--- config.mk ---
export PLATFORM = sky130hd
export DESIGN_NAME = rc_serial_frame_parser_unit
export DESIGN_NICKNAME = d
export VERILOG_FILES = /design/src/rtl/rcfp_pkg.sv /design/src/rtl/rc_serial_frame_parser_unit.sv /design/src/rtl/rcfp_cfg_regs.sv /design/src/rtl/rcfp_parser.sv /design/src/rtl/rcfp_frame_store.sv /design/src/rtl/rcfp_emitter.sv
export VERILOG_INCLUDE_DIRS = /design/src /design/src/rtl
export SDC_FILE = /design/constraint.sdc
export NUM_CORES = 1
export LEC_CHECK = 0
export CAP_MARGIN = 20
export CORE_MARGIN = 2
export CORE_UTILIZATION = 30
export CTS_CLUSTER_SIZE = 25
export DETAILED_ROUTE_END_ITERATION = 12
export DONT_BUFFER_PORTS = 1
export SLEW_MARGIN = 20
export SYNTH_ARGS = -nofsm -noshare
export SYNTH_HDL_FRONTEND = slang
export SYNTH_SLANG_ARGS = --single-unit
--- constraint.sdc ---
create_clock -name clk -period 4.1 [get_ports clk]
set_clock_uncertainty 0.2 [all_clocks]
set_input_delay 0.615 -clock clk [delete_from_list [all_inputs] [get_ports clk]]
set_output_delay 0.615 -clock clk [all_outputs]
set_load 0.05 [all_outputs]
--- src/rtl/assert_macros.svh ---
// shared assertion macros, sampled on clk and quiet during rst
`ifndef ASSERT_MACROS_SVH
`define ASSERT_MACROS_SVH

// implication checked in the same cycle
`define ASSERT_SAME(label, ante, cons, msg) \
  label: assert property (@(posedge clk) disable iff (rst) (ante) |-> (cons)) \
    else $error(msg);

// implication checked in the cycle after the antecedent
`define ASSERT_NEXT(label, ante, cons, msg) \
  label: assert property (@(posedge clk) disable iff (rst) (ante) |=> (cons)) \
    else $error(msg);

`endif

--- src/rtl/rcfp_pkg.sv ---
package rcfp_pkg;

  localparam int NUM_CHANNELS_DEF = 14;
  localparam int FRAME_BYTES_DEF  = 32;

  localparam int BIDX_W    = 6;
  localparam int ELAPSED_W = 17;
  localparam int PADDR_W   = 4;
  localparam int PDATA_W   = 32;

  localparam logic [ELAPSED_W-1:0] ELAPSED_MAX = 17'h1FFFF;

  localparam logic [15:0] TIMEOUT_RST  = 16'd100;
  localparam logic [7:0]  HDR_FIRST_RST  = 8'd32;
  localparam logic [7:0]  HDR_SECOND_RST = 8'd64;

  // register index, paddr[3:2]
  localparam logic [1:0] REG_TIMEOUT    = 2'd0;
  localparam logic [1:0] REG_HDR_FIRST  = 2'd1;
  localparam logic [1:0] REG_HDR_SECOND = 2'd2;

  localparam logic MODE_BYTE = 1'b0;
  localparam logic MODE_TICK = 1'b1;

  localparam logic KIND_STATUS  = 1'b0;
  localparam logic KIND_CHANNEL = 1'b1;

  typedef struct packed {
    logic       mode;
    logic [7:0] rx_byte;
  } in_item_t;

  typedef struct packed {
    logic        kind;
    logic [4:0]  channel_number;
    logic [15:0] channel_value;
    logic        frame_good;
    logic        checksum_bad;
    logic        link_lost;
    logic        link_ready;
    logic        last;
  } out_item_t;

  typedef struct packed {
    logic [15:0] timeout_limit;
    logic [7:0]  header_first;
    logic [7:0]  header_second;
  } cfg_t;

  typedef struct packed {
    logic              en;
    logic [BIDX_W-1:0] idx;
    logic [7:0]        data;
  } store_wr_t;

  typedef struct packed {
    logic              en;
    logic [BIDX_W-1:0] idx;
  } store_rd_t;

  typedef struct packed {
    logic      status_load;
    logic      frame_start;
    out_item_t status;
  } parse_ev_t;

  typedef struct packed {
    logic busy;
    logic pending;
    logic accept_ok;
  } emit_stat_t;

endpackage

--- src/rtl/rc_serial_frame_parser_unit.sv ---
// channel   direction  handshake                payload
// rx        in         rx_valid / rx_stall      rcfp_pkg::in_item_t  (mode, rx_byte)
// res       out        res_valid / res_stall    rcfp_pkg::out_item_t (kind .. last)
// apb       in/out     psel, penable, pready    paddr, pwdata, prdata
//
// a byte or tick item is taken and its status item sits in the result register
// right after that edge; items may arrive every cycle while rx_stall is low
// a good frame gives NUM_CHANNELS items, one per cycle while res_stall is low, each
// read from the store, then registered; rx is held off until the last one is in the result reg
// rst is synchronous: parser clear, header values and timeout back to reset
// res_stall holds the result register; rx stalls while it is full and stuck
module rc_serial_frame_parser_unit #(
  parameter int NUM_CHANNELS = rcfp_pkg::NUM_CHANNELS_DEF,
  parameter int FRAME_BYTES  = rcfp_pkg::FRAME_BYTES_DEF
) (
  input  logic                         clk,
  input  logic                         rst,
  input  logic                         rx_valid,
  output logic                         rx_stall,
  input  rcfp_pkg::in_item_t           rx_item,
  output logic                         res_valid,
  input  logic                         res_stall,
  output rcfp_pkg::out_item_t          res_item,
  input  logic                         psel,
  input  logic                         penable,
  input  logic                         pwrite,
  input  logic [rcfp_pkg::PADDR_W-1:0] paddr,
  input  logic [rcfp_pkg::PDATA_W-1:0] pwdata,
  output logic [rcfp_pkg::PDATA_W-1:0] prdata,
  output logic                         pready
);

  `include "assert_macros.svh"

  rcfp_pkg::cfg_t       cfg;
  rcfp_pkg::store_wr_t  wr;
  rcfp_pkg::store_rd_t  rd;
  rcfp_pkg::parse_ev_t  ev;
  rcfp_pkg::emit_stat_t stat;
  logic [7:0]           rd_even, rd_odd;
  logic                 rx_acc;

  // accept only when no channel burst is pending and the result slot frees
  assign rx_stall = !stat.accept_ok;
  assign rx_acc   = rx_valid && !rx_stall;

  rcfp_cfg_regs u_cfg (
    .clk     (clk),
    .rst     (rst),
    .psel    (psel),
    .penable (penable),
    .pwrite  (pwrite),
    .paddr   (paddr),
    .pwdata  (pwdata),
    .prdata  (prdata),
    .pready  (pready),
    .cfg     (cfg)
  );

  // header sync, running sum, checksum test, elapsed timer
  rcfp_parser #(
    .FRAME_BYTES (FRAME_BYTES)
  ) u_parser (
    .clk  (clk),
    .rst  (rst),
    .acc  (rx_acc),
    .item (rx_item),
    .cfg  (cfg),
    .wr   (wr),
    .ev   (ev)
  );

  // frame bytes, read back a channel word at a time
  rcfp_frame_store #(
    .FRAME_BYTES (FRAME_BYTES)
  ) u_store (
    .clk     (clk),
    .wr      (wr),
    .rd      (rd),
    .rd_even (rd_even),
    .rd_odd  (rd_odd)
  );

  // channel burst sequencer and result register
  rcfp_emitter #(
    .NUM_CHANNELS (NUM_CHANNELS),
    .FRAME_BYTES  (FRAME_BYTES)
  ) u_emit (
    .clk       (clk),
    .rst       (rst),
    .ev        (ev),
    .rd_even   (rd_even),
    .rd_odd    (rd_odd),
    .res_stall (res_stall),
    .rd        (rd),
    .res_valid (res_valid),
    .res_item  (res_item),
    .stat      (stat)
  );

  // a good frame always starts the channel burst
  `ASSERT_NEXT(a_burst_start, ev.frame_start, stat.busy, "good frame did not start burst")

  // no new item taken while channel items are still owed
  `ASSERT_SAME(a_no_acc_burst, rx_acc, !stat.busy && !stat.pending, "item taken during burst")

  // channel items only ever report a fresh good link
  `ASSERT_SAME(a_chan_fields,
               res_valid && res_item.kind == rcfp_pkg::KIND_CHANNEL,
               res_item.frame_good && res_item.link_ready && !res_item.link_lost,
               "channel item flags wrong")

  // a status item is always the only item of its input
  `ASSERT_SAME(a_status_last,
               res_valid && res_item.kind == rcfp_pkg::KIND_STATUS,
               res_item.last && !res_item.frame_good,
               "status item not last")

endmodule

--- src/rtl/rcfp_cfg_regs.sv ---
module rcfp_cfg_regs (
  input  logic                         clk,
  input  logic                         rst,
  input  logic                         psel,
  input  logic                         penable,
  input  logic                         pwrite,
  input  logic [rcfp_pkg::PADDR_W-1:0] paddr,
  input  logic [rcfp_pkg::PDATA_W-1:0] pwdata,
  output logic [rcfp_pkg::PDATA_W-1:0] prdata,
  output logic                         pready,
  output rcfp_pkg::cfg_t               cfg
);

  logic       wr_en;
  logic [1:0] reg_sel;

  assign pready  = 1'b1;
  assign wr_en   = psel && penable && pwrite;
  assign reg_sel = paddr[3:2];

  always_ff @(posedge clk) begin
    if (rst) begin
      cfg.timeout_limit <= rcfp_pkg::TIMEOUT_RST;
      cfg.header_first  <= rcfp_pkg::HDR_FIRST_RST;
      cfg.header_second <= rcfp_pkg::HDR_SECOND_RST;
    end else if (wr_en) begin
      case (reg_sel)
        rcfp_pkg::REG_TIMEOUT:    cfg.timeout_limit <= pwdata[15:0];
        rcfp_pkg::REG_HDR_FIRST:  cfg.header_first  <= pwdata[7:0];
        rcfp_pkg::REG_HDR_SECOND: cfg.header_second <= pwdata[7:0];
        default: ;
      endcase
    end
  end

  always_comb begin
    case (reg_sel)
      rcfp_pkg::REG_TIMEOUT:    prdata = {16'd0, cfg.timeout_limit};
      rcfp_pkg::REG_HDR_FIRST:  prdata = {24'd0, cfg.header_first};
      rcfp_pkg::REG_HDR_SECOND: prdata = {24'd0, cfg.header_second};
      default:                  prdata = '0;
    endcase
  end

endmodule

--- src/rtl/rcfp_parser.sv ---
module rcfp_parser #(
  parameter int FRAME_BYTES = rcfp_pkg::FRAME_BYTES_DEF
) (
  input  logic                  clk,
  input  logic                  rst,
  input  logic                  acc,
  input  rcfp_pkg::in_item_t    item,
  input  rcfp_pkg::cfg_t        cfg,
  output rcfp_pkg::store_wr_t   wr,
  output rcfp_pkg::parse_ev_t   ev
);

  localparam logic [rcfp_pkg::BIDX_W-1:0] FB_IDX  = rcfp_pkg::BIDX_W'(FRAME_BYTES);
  localparam logic [rcfp_pkg::BIDX_W:0]   FB_WIDE = (rcfp_pkg::BIDX_W+1)'(FRAME_BYTES);

  logic [rcfp_pkg::BIDX_W-1:0]    byte_index, byte_index_next, idx_inc;
  logic                           in_sync, in_sync_next;
  logic [15:0]                    running_sum, running_sum_next;
  logic                           seen_frame, seen_frame_next;
  logic [rcfp_pkg::ELAPSED_W-1:0] elapsed_ms, elapsed_ms_next;
  logic [7:0]                     prev_byte, prev_byte_next;
  logic                           frame_start, chk_bad;
  logic [7:0]                     b;

  assign b       = item.rx_byte;
  assign idx_inc = byte_index + 6'd1;

  always_comb begin
    byte_index_next  = byte_index;
    in_sync_next     = in_sync;
    running_sum_next = running_sum;
    seen_frame_next  = seen_frame;
    elapsed_ms_next  = elapsed_ms;
    prev_byte_next   = prev_byte;
    frame_start      = 1'b0;
    chk_bad          = 1'b0;
    wr.en            = 1'b0;
    wr.idx           = byte_index;
    wr.data          = b;
    if (acc) begin
      if (item.mode == rcfp_pkg::MODE_TICK) begin
        if (elapsed_ms < rcfp_pkg::ELAPSED_MAX) begin
          elapsed_ms_next = elapsed_ms + 17'd1;
        end
      end else begin
        prev_byte_next = b;
        if (!in_sync) begin
          // header hunt
          if (byte_index == '0 && b == cfg.header_first) begin
            running_sum_next = 16'(b);
            wr.en            = 1'b1;
            byte_index_next  = 6'd1;
          end else if (byte_index == 6'd1 && b == cfg.header_second) begin
            running_sum_next = running_sum + 16'(b);
            wr.en            = 1'b1;
            byte_index_next  = 6'd2;
            in_sync_next     = 1'b1;
          end else begin
            byte_index_next = '0;
          end
        end else begin
          wr.en = (byte_index < FB_IDX);
          // checksum bytes stay out of the sum
          if (({1'b0, byte_index} + 7'd2) < FB_WIDE) begin
            running_sum_next = running_sum + 16'(b);
          end
          byte_index_next = idx_inc;
          if (idx_inc >= FB_IDX) begin
            byte_index_next = '0;
            in_sync_next    = 1'b0;
            if ({b, prev_byte} == ~running_sum) begin
              elapsed_ms_next = '0;
              seen_frame_next = 1'b1;
              frame_start     = 1'b1;
            end else begin
              chk_bad = 1'b1;
            end
          end
        end
      end
    end
  end

  always_comb begin
    ev.status_load           = acc && !frame_start;
    ev.frame_start           = frame_start;
    ev.status.kind           = rcfp_pkg::KIND_STATUS;
    ev.status.channel_number = '0;
    ev.status.channel_value  = '0;
    ev.status.frame_good     = 1'b0;
    ev.status.checksum_bad   = chk_bad;
    ev.status.link_lost      = !seen_frame_next ||
                               (elapsed_ms_next > {1'b0, cfg.timeout_limit});
    ev.status.link_ready     = seen_frame_next;
    ev.status.last           = 1'b1;
  end

  always_ff @(posedge clk) begin
    if (rst) begin
      byte_index  <= '0;
      in_sync     <= 1'b0;
      running_sum <= '0;
      seen_frame  <= 1'b0;
      elapsed_ms  <= '0;
    end else begin
      byte_index  <= byte_index_next;
      in_sync     <= in_sync_next;
      running_sum <= running_sum_next;
      seen_frame  <= seen_frame_next;
      elapsed_ms  <= elapsed_ms_next;
    end
    prev_byte <= prev_byte_next;
  end

endmodule

--- src/rtl/rcfp_frame_store.sv ---
module rcfp_frame_store #(
  parameter int FRAME_BYTES = rcfp_pkg::FRAME_BYTES_DEF
) (
  input  logic                clk,
  input  rcfp_pkg::store_wr_t wr,
  input  rcfp_pkg::store_rd_t rd,
  output logic [7:0]          rd_even,
  output logic [7:0]          rd_odd
);

  // even and odd byte banks so one read gives a whole channel word
  localparam int DEPTH = (FRAME_BYTES + 1) / 2;
  localparam int AW    = $clog2(DEPTH);
  localparam logic [rcfp_pkg::BIDX_W-1:0] FB_IDX = rcfp_pkg::BIDX_W'(FRAME_BYTES);

  logic [7:0]    even_mem [DEPTH];
  logic [7:0]    odd_mem  [DEPTH];
  logic [AW-1:0] wr_addr, rd_addr;

  assign wr_addr = wr.idx[AW:1];
  assign rd_addr = (rd.idx < FB_IDX) ? rd.idx[AW:1] : '0;

  always_ff @(posedge clk) begin
    if (wr.en && wr.idx < FB_IDX) begin
      if (wr.idx[0]) begin
        odd_mem[wr_addr] <= wr.data;
      end else begin
        even_mem[wr_addr] <= wr.data;
      end
    end
  end

  always_ff @(posedge clk) begin
    if (rd.en) begin
      rd_even <= even_mem[rd_addr];
      rd_odd  <= odd_mem[rd_addr];
    end
  end

endmodule

--- src/rtl/rcfp_emitter.sv ---
module rcfp_emitter #(
  parameter int NUM_CHANNELS = rcfp_pkg::NUM_CHANNELS_DEF,
  parameter int FRAME_BYTES  = rcfp_pkg::FRAME_BYTES_DEF
) (
  input  logic                  clk,
  input  logic                  rst,
  input  rcfp_pkg::parse_ev_t   ev,
  input  logic [7:0]            rd_even,
  input  logic [7:0]            rd_odd,
  input  logic                  res_stall,
  output rcfp_pkg::store_rd_t   rd,
  output logic                  res_valid,
  output rcfp_pkg::out_item_t   res_item,
  output rcfp_pkg::emit_stat_t  stat
);

  localparam int CW = (NUM_CHANNELS > 1) ? $clog2(NUM_CHANNELS) : 1;
  localparam logic [rcfp_pkg::BIDX_W-1:0] FB_IDX = rcfp_pkg::BIDX_W'(FRAME_BYTES);
  localparam logic [CW-1:0] CH_LAST = CW'(NUM_CHANNELS - 1);

  logic                        busy;
  logic [CW-1:0]               ch_idx;
  logic                        a_valid, a_last, a_lo_ok, a_hi_ok;
  logic [4:0]                  a_num;
  logic                        b_free, a_adv, issue;
  logic [rcfp_pkg::BIDX_W-1:0] lo_idx;

  assign b_free = !res_valid || !res_stall;
  assign a_adv  = a_valid && b_free;
  assign issue  = busy && (!a_valid || a_adv);
  assign lo_idx = rcfp_pkg::BIDX_W'({ch_idx, 1'b0}) + 6'd2;

  assign rd.en  = issue;
  assign rd.idx = lo_idx;

  assign stat.busy      = busy;
  assign stat.pending   = a_valid;
  assign stat.accept_ok = !busy && !a_valid && b_free;

  // channel sequencer and read-data stage
  always_ff @(posedge clk) begin
    if (rst) begin
      busy    <= 1'b0;
      ch_idx  <= '0;
      a_valid <= 1'b0;
    end else begin
      if (ev.frame_start) begin
        busy   <= 1'b1;
        ch_idx <= '0;
      end else if (issue) begin
        if (ch_idx == CH_LAST) begin
          busy <= 1'b0;
        end else begin
          ch_idx <= ch_idx + 1'b1;
        end
      end
      if (issue) begin
        a_valid <= 1'b1;
      end else if (a_adv) begin
        a_valid <= 1'b0;
      end
    end
    if (issue) begin
      a_num   <= 5'(ch_idx) + 5'd1;
      a_last  <= (ch_idx == CH_LAST);
      a_lo_ok <= (lo_idx < FB_IDX);
      a_hi_ok <= ((lo_idx + 6'd1) < FB_IDX);
    end
  end

  // result register
  always_ff @(posedge clk) begin
    if (rst) begin
      res_valid <= 1'b0;
    end else if (a_adv || ev.status_load) begin
      res_valid <= 1'b1;
    end else if (!res_stall) begin
      res_valid <= 1'b0;
    end
    if (a_adv) begin
      res_item.kind           <= rcfp_pkg::KIND_CHANNEL;
      res_item.channel_number <= a_num;
      res_item.channel_value  <= {a_hi_ok ? rd_odd : 8'd0, a_lo_ok ? rd_even : 8'd0};
      res_item.frame_good     <= 1'b1;
      res_item.checksum_bad   <= 1'b0;
      res_item.link_lost      <= 1'b0;
      res_item.link_ready     <= 1'b1;
      res_item.last           <= a_last;
    end else if (ev.status_load) begin
      res_item <= ev.status;
    end
  end

endmodule

# Word level (Yosys, flattened, before mapping)
# Memory sizes are Yosys's and may differ from the RTL's. A register that Yosys moved wholly into a read port is not among the register bits.
# Cells that the tools add are included.
[op_classes] n_addsub=8 n_lt_le_gt_ge=7 eq_ne=9 n_mux=56 n_bitwise=3 reduce_logical=37
[op_table] cell="two-way mux 17 bit" n=6
[op_table] cell="two-way mux 16 bit" n=4
[op_table] cell="two-way mux 26 bit" n=2
[op_table] cell="case mux 16 bit (3 select lines)" n=1
[op_table] cell="two-way mux 1 bit" n=36
[op_table] cell="less-than comparator 6 bit (second input constant)" n=3
[op_table] cell="two-way mux 6 bit" n=3
[op_table] cell="adder 17 x 1 -> 17 bit (second input constant)" n=1
[op_table] cell="> comparator 17 x 16 -> 1 bit" n=1
[op_table] cell="less-than comparator 17 bit (second input constant)" n=1
[op_table] cell="adder 16 x 8 -> 16 bit" n=1
[op_table] cell="== test 16 bit" n=1
[op_table] cell="== test 8 bit" n=2
[op_table] cell="two-way mux 8 bit" n=2
[op_table] cell="NOT 16 bit" n=1
[op_table] cell="adder 6 x 1 -> 6 bit (second input constant)" n=2
[op_table] cell="AND reduction 2 bit" n=6
[op_table] cell="logical AND 1 bit" n=11
[op_table] cell="nonzero test 2 bit" n=4
[op_table] cell="adder 6 x 2 -> 7 bit (second input constant)" n=1
[op_table] cell="logical NOT 1 bit" n=7
[op_table] cell="less-than comparator 7 x 6 -> 1 bit (second input constant)" n=1
[op_table] cell="adder 5 x 2 -> 6 bit (second input constant)" n=1
[op_table] cell="== test 6 x 1 -> 1 bit (second input constant)" n=1
[op_table] cell="other kinds (17)" n=21
[word_totals] register_bits=122 ram_bits=256 out_inout_bits=62 mem_count=2
[memory_table] memory="u_store.even_mem" words=16 width=8 read_ports=1 rd_ports_with_merged_regs=1 write_ports=1 line="rcfp_frame_store.sv:16" text="logic [7:0] even_mem [DEPTH];"
[memory_table] memory="u_store.odd_mem" words=16 width=8 read_ports=1 rd_ports_with_merged_regs=1 write_ports=1 line="rcfp_frame_store.sv:17" text="logic [7:0] odd_mem [DEPTH];"

# Depth between registers and ports, before layout
[depth] ltp_word=11 ltp_mapped=16 depth_no_buf=14

# Cells and area by module
# From an unflattened synthesis, not the netlist that was laid out.
[hier_totals] cells_unflattened=1458 area_unflattened_um2=18310.1
[by_module_without_submodules] mod="rcfp_frame_store" n_inst=1 cells_each=663 area_each_um2=10989.3 seq_area_each_um2=8167.8
[by_module_without_submodules] mod="rcfp_parser" n_inst=1 cells_each=483 area_each_um2=3873.7 seq_area_each_um2=1061.0
[by_module_without_submodules] mod="rcfp_cfg_regs" n_inst=1 cells_each=187 area_each_um2=1727.9 seq_area_each_um2=640.6
[by_module_without_submodules] mod="rcfp_emitter" n_inst=1 cells_each=123 area_each_um2=1709.1 seq_area_each_um2=1111.1
[by_module_without_submodules] mod="rc_serial_frame_parser_unit" n_inst=1 cells_each=2 area_each_um2=10.0 seq_area_each_um2=0.0

# Worst setup path after synthesis
# OpenSTA, ideal clock, no wires.
[synth_path] path_kind="input-to-reg" start="in rx_item[1] (netlist bit)" end="reg u_emit.res_item[0] (netlist name)" setup_time_ns=0.432 arrival_ns=2.987 t_required_ns=3.468 setup_slack_ns=0.481 path_stages=7 cell_sequence="clkbuf_1 > xor2_1 > nand4_1 > nor4_1 > and2_1 > buf_2 > o21ai_0"
[synth_between] elab_chain_len=9
[synth_lines] element="start, declared" line="rc_serial_frame_parser_unit.sv:20" text="input rcfp_pkg::in_item_t rx_item,"
[synth_lines] element="== test 16 bit" line="rcfp_parser.sv:71" text="if ({b, prev_byte} == ~running_sum) begin"
[synth_lines] element="two-way mux 1 bit" line="rcfp_parser.sv:71"
[synth_lines] element="two-way mux 1 bit" line="rcfp_parser.sv:68" text="if (idx_inc >= FB_IDX) begin"
[synth_lines] element="two-way mux 1 bit" line="rcfp_parser.sv:47" text="if (!in_sync) begin"
[synth_lines] element="two-way mux 1 bit" line="rcfp_parser.sv:41" text="if (item.mode == rcfp_pkg::MODE_TICK) begin"
[synth_lines] element="two-way mux 1 bit" line="rcfp_parser.sv:40" text="if (acc) begin"
[synth_lines] element="logical NOT 1 bit" line="rcfp_parser.sv:85" text="ev.status_load = acc && !frame_start;"
[synth_lines] element="logical AND 1 bit" line="rcfp_parser.sv:85"
[synth_lines] element="nonzero test 2 bit (no line)"
# No other way between the ends.
# A chain may end at the register's enable or synchronous reset.

# Worst setup path in the final report
[layout_path] start="reg u_parser.elapsed_ms[9] (netlist bit)" end="reg u_emit.res_item[2] (netlist name)"
[layout_between] word_cells_on_any_way=10 cone_classes="add/sub: 1; order compare: 2; mux: 6; reduce/logical: 1"
[layout_rtl] element="start, declared" line="rcfp_parser.sv:20" text="logic [rcfp_pkg::ELAPSED_W-1:0] elapsed_ms, elapsed_ms_next;"
[layout_rtl] element="start signal, assigned" line="rcfp_parser.sv:110" text="elapsed_ms <= elapsed_ms_next;"
[layout_rtl] element="less-than comparator 17 bit" line="rcfp_parser.sv:42" text="if (elapsed_ms < rcfp_pkg::ELAPSED_MAX) begin"
[layout_rtl] element="two-way mux 17 bit" line="rcfp_parser.sv:42"
[layout_rtl] element="two-way mux 17 bit" line="rcfp_parser.sv:41"
[layout_rtl] element="two-way mux 17 bit" line="rcfp_parser.sv:40"
[layout_rtl] element="via u_parser.elapsed_ms_next (one bit)" line="rcfp_parser.sv:20"
[layout_rtl] element="> comparator 17 x 16 -> 1 bit" line="rcfp_parser.sv:93" text="(elapsed_ms_next > {1'b0, cfg.timeout_limit});"
[layout_rtl] element="logical OR 1 bit" line="rcfp_parser.sv:92" text="ev.status.link_lost = !seen_frame_next ||"
# The timed path passes the listed nets, and every way through them passes these cells.

==> results_dict.tcl <==
set metrics [dict create \
    num_rows 87 \
    layout-drive-gt1-share_pct 13.2 \
    core_area_sq_um 56500 \
    place_congestion 0.798 \
    cts_tree "built" \
    fin_util_pct 35.2 \
    drv_slew 0 \
    worstMarginPinSlew_ns 1.05 \
    max_freq_ghz 0.268 \
    worst-path-buf-inv 1 \
    start_util_pct 30.4 \
    clock_latency_ns 0.54 \
    ir_drop_uv 242 \
    syn_inst 1315 \
    cts_buffers 41 \
    cp.depth 14 \
    grt_pass1_wl_um 63000 \
    dp_hpwl_um 25100 \
    async_reset_ff_share_pct 0 \
    rsz0062_at_grt "no" \
    final_nets 1455 \
    reg2reg_to "u_emit.res_item[2]" \
    critical_path.startpoint "u_parser.elapsed_ms[9]" \
    ant_nets 0 \
    powerDensity_nw_per_um2 412 \
    syn2layout_area_growth_pct 16.0 \
    cts_sinks 393 \
    cp.required_ns 4.33 \
    cp-start-kind "flip-flop" \
    grt_pass1_vias 10748 \
    die_h_um 243 \
    port_buffers 0 \
    cap_violations 0 \
    cpPeakStageDelay_ns 0.41 \
    clkTransAtPathRegs_ns 0.06 \
    routed_wl_um 40200 \
    wire_per_inst_um 18.6 \
    synth_seq_cells 393 \
    syn_area_per_cell_sq_um 13.1 \
    grt_max_degree 73 \
    io_pins 114 \
    syn_area_sq_um 17200 \
    ctsLongestPathBuffers 3 \
    final-seq-area_sq_um 11000 \
    timing.critical_path.to "u_emit.res_item[2]" \
    synthFlopType "edfxtp_1" \
    multi_input_area_sq_um 5790 \
    use_met1_pct 17.9 \
    p_leak_uw 0.00661 \
    vias 10628 \
    tns_ns 0 \
    timing.final.crit_share_pct 91.2 \
    drt_iter0_drc 771 \
    path_max_fanout 8 \
    status "completed" \
    setup_viol 0 \
    final_area_sq_um 19900 \
    antenna_found_initial 0 \
    relSlewSlack_pct 29.9 \
    die_w_um 243 \
    synth_cell_types 68 \
    grt-busiest-layer "met2" \
    ys_warn_count 0 \
    reg2reg_depth 14 \
    hold_path_class "in -> reg" \
    vias_per_cell 4.92 \
    arrival_ns 3.97 \
    path_class "reg -> reg" \
    grt.overflow.total 0 \
    track_usage_pct 13.6 \
    rr_startpoint "u_parser.elapsed_ms[9]" \
    report.final.hold_viol_count 0 \
    root_buffer "clkbuf_16" \
    worstPathCellList "nand4_1, nor3_2, a21oi_1, and4_1, nor3b_1, a21o_1, ha_1, nand3_1, o22ai_1, o21a_1, o31ai_2, buf_4, nand4_1, o211a_1" \
    slowest_stage "dfxtp_1" \
    grtUsageMet2_pct 23.4 \
    grt_util_met3_pct 2.08 \
    cpMostUsedCell "nand4_1" \
    synth_edf_count 309 \
    post-route-min-period_ns 3.74 \
    crit_path_end_kind "flip-flop" \
    dpl-instance-area_sq_um 18300 \
    ys_seq_area_share_pct 63.8 \
    cts_max_level 2 \
    first_pass_iters 5 \
    n_antenna_cell 0 \
    critical_path.top_delay_family "simple AND/OR/NAND/NOR gates" \
    drc 0 \
    r2r_setup_slack_ns 0.36 \
    nFillCells 5392 \
    die-area_sq_um 59200 \
]
power by group:
group	total [uW]	switching (uW)	internal [uW]
sequential	4360	54.1	4310
combinational	253	179	73.8
clock	3590	1500	2100
total	8210	1730	6480
cells by family after synthesis:
| kind of cell | synth area share [%] |
|---|---|
| AND/OR/NAND/NOR | 11.6 |
| flip-flops | 63.8 |
| AO/OA/AOI/OAI | 7.80 |
| multiplexers | 9.06 |
| buffers and inverters | 3.13 |
| XOR/XNOR | 2.24 |
| adder cells (fa/ha/maj) | 2.30 |
| other | 0.0437 |
cells in the mapped netlist, types with 26 or more instances:
cell	n	area, sq um
a21oi_1	46	230
dfxtp_1	84	1680
mux2i_1	88	881
edfxtp_1	309	9280
clkbuf_1	42	158
and3_1	33	206
ha_1	30	375
mux4_2	29	653
o21ai_0	60	300
xnor2_1	26	228
nand2_1	112	420
nor2_1	98	368
inv_1	33	124
placed cells by master (no fill, tap or decap), drive strengths merged, types with 8 or more instances in the layout:
cell type,n
nor2,98
o221ai,8
mux4,29
nand2,114
edfxtp,309
dfxtp,84
nor2b,18
nand4,17
a21oi,46
conb,17
a211oi,20
o211ai,15
or3,20
and2,11
o22ai,13
o21ai,63
a21o,8
xnor2,26
mux2i,88
buf,67
dlygate4sd3,14
and3,33
clkbuf,47
inv,35
nor3,22
ha,30
nand3,27
xor2,18
clkinv,24
nor4,8
metrics by stage:
step	power (uW)	std cells	worst slack, ns	hold WS [ns]
2_1_floorplan	4610	1330	0.481	0.236
4_1_cts	8300	2160	0.0509	0.00187
3_3_place_gp	4610	2062	0.0448	0.238
3_5_place_dp	4620	2062	0.0454	0.243
5_1_grt	8480	2160	0.0667	0.0126
6_report	8210	2160	0.362	0.0225
flip-flops by register name (all words and copies together) (netlist names), 4 cells and up:
| signal | count |
|---|---|
| u_parser.running_sum | 16 |
| u_emit.a_num | 5 |
| u_store.rd_even | 8 |
| u_store.rd_odd | 8 |
| u_cfg.cfg | 32 |
| u_emit.res_item | 26 |
| u_emit.ch_idx | 4 |
| u_store.even_mem | 128 |
| u_parser.prev_byte | 8 |
| u_parser.elapsed_ms | 17 |
| u_parser.byte_index | 6 |
| u_store.odd_mem | 128 |
cell type report:
type / count / area share, %
multi-input cells: 819 / 29.1
well taps: 756 / 4.75
clock inverters: 28 / 1.06
flip-flops and latches: 393 / 55.1
inverters: 36 / 0.685
repair buffers: 81 / 3.90
clock buffers: 47 / 5.48
how the worst min path moves through the flow:
stage,start,end,slack (ns),cells past startpoint
floorplan,u_cfg.cfg[24],u_cfg.cfg[24],0.24,2
global placement,u_cfg.cfg[28],u_cfg.cfg[28],0.24,2
detailed placement,u_cfg.cfg[28],u_cfg.cfg[28],0.24,2
CTS,pwdata[3],u_cfg.cfg[19],0.002,2
global route,pwdata[4],u_cfg.cfg[4],0.01,2
finish,pwdata[3],u_cfg.cfg[19],0.02,2
metal layers:
metal	up-vias	share of wire (%)
met5	-	0
met4	0	1.9
met3	55	4.2
met2	248	49
met1	5302	45
li1	5023	-
what timing repair did:
| item | 4_1_cts | 5_1_grt |
|---|---|---|
| hold buffers | 23 | 0 |
| gates resized for setup | 0 | 3 |
| setup buffers | 0 | 0 |
| hold endpoints to repair | 336 | 0 |
| setup endpoints to repair | 0 | 1 |
No activity file was read; power rests on OpenSTA's default activity.
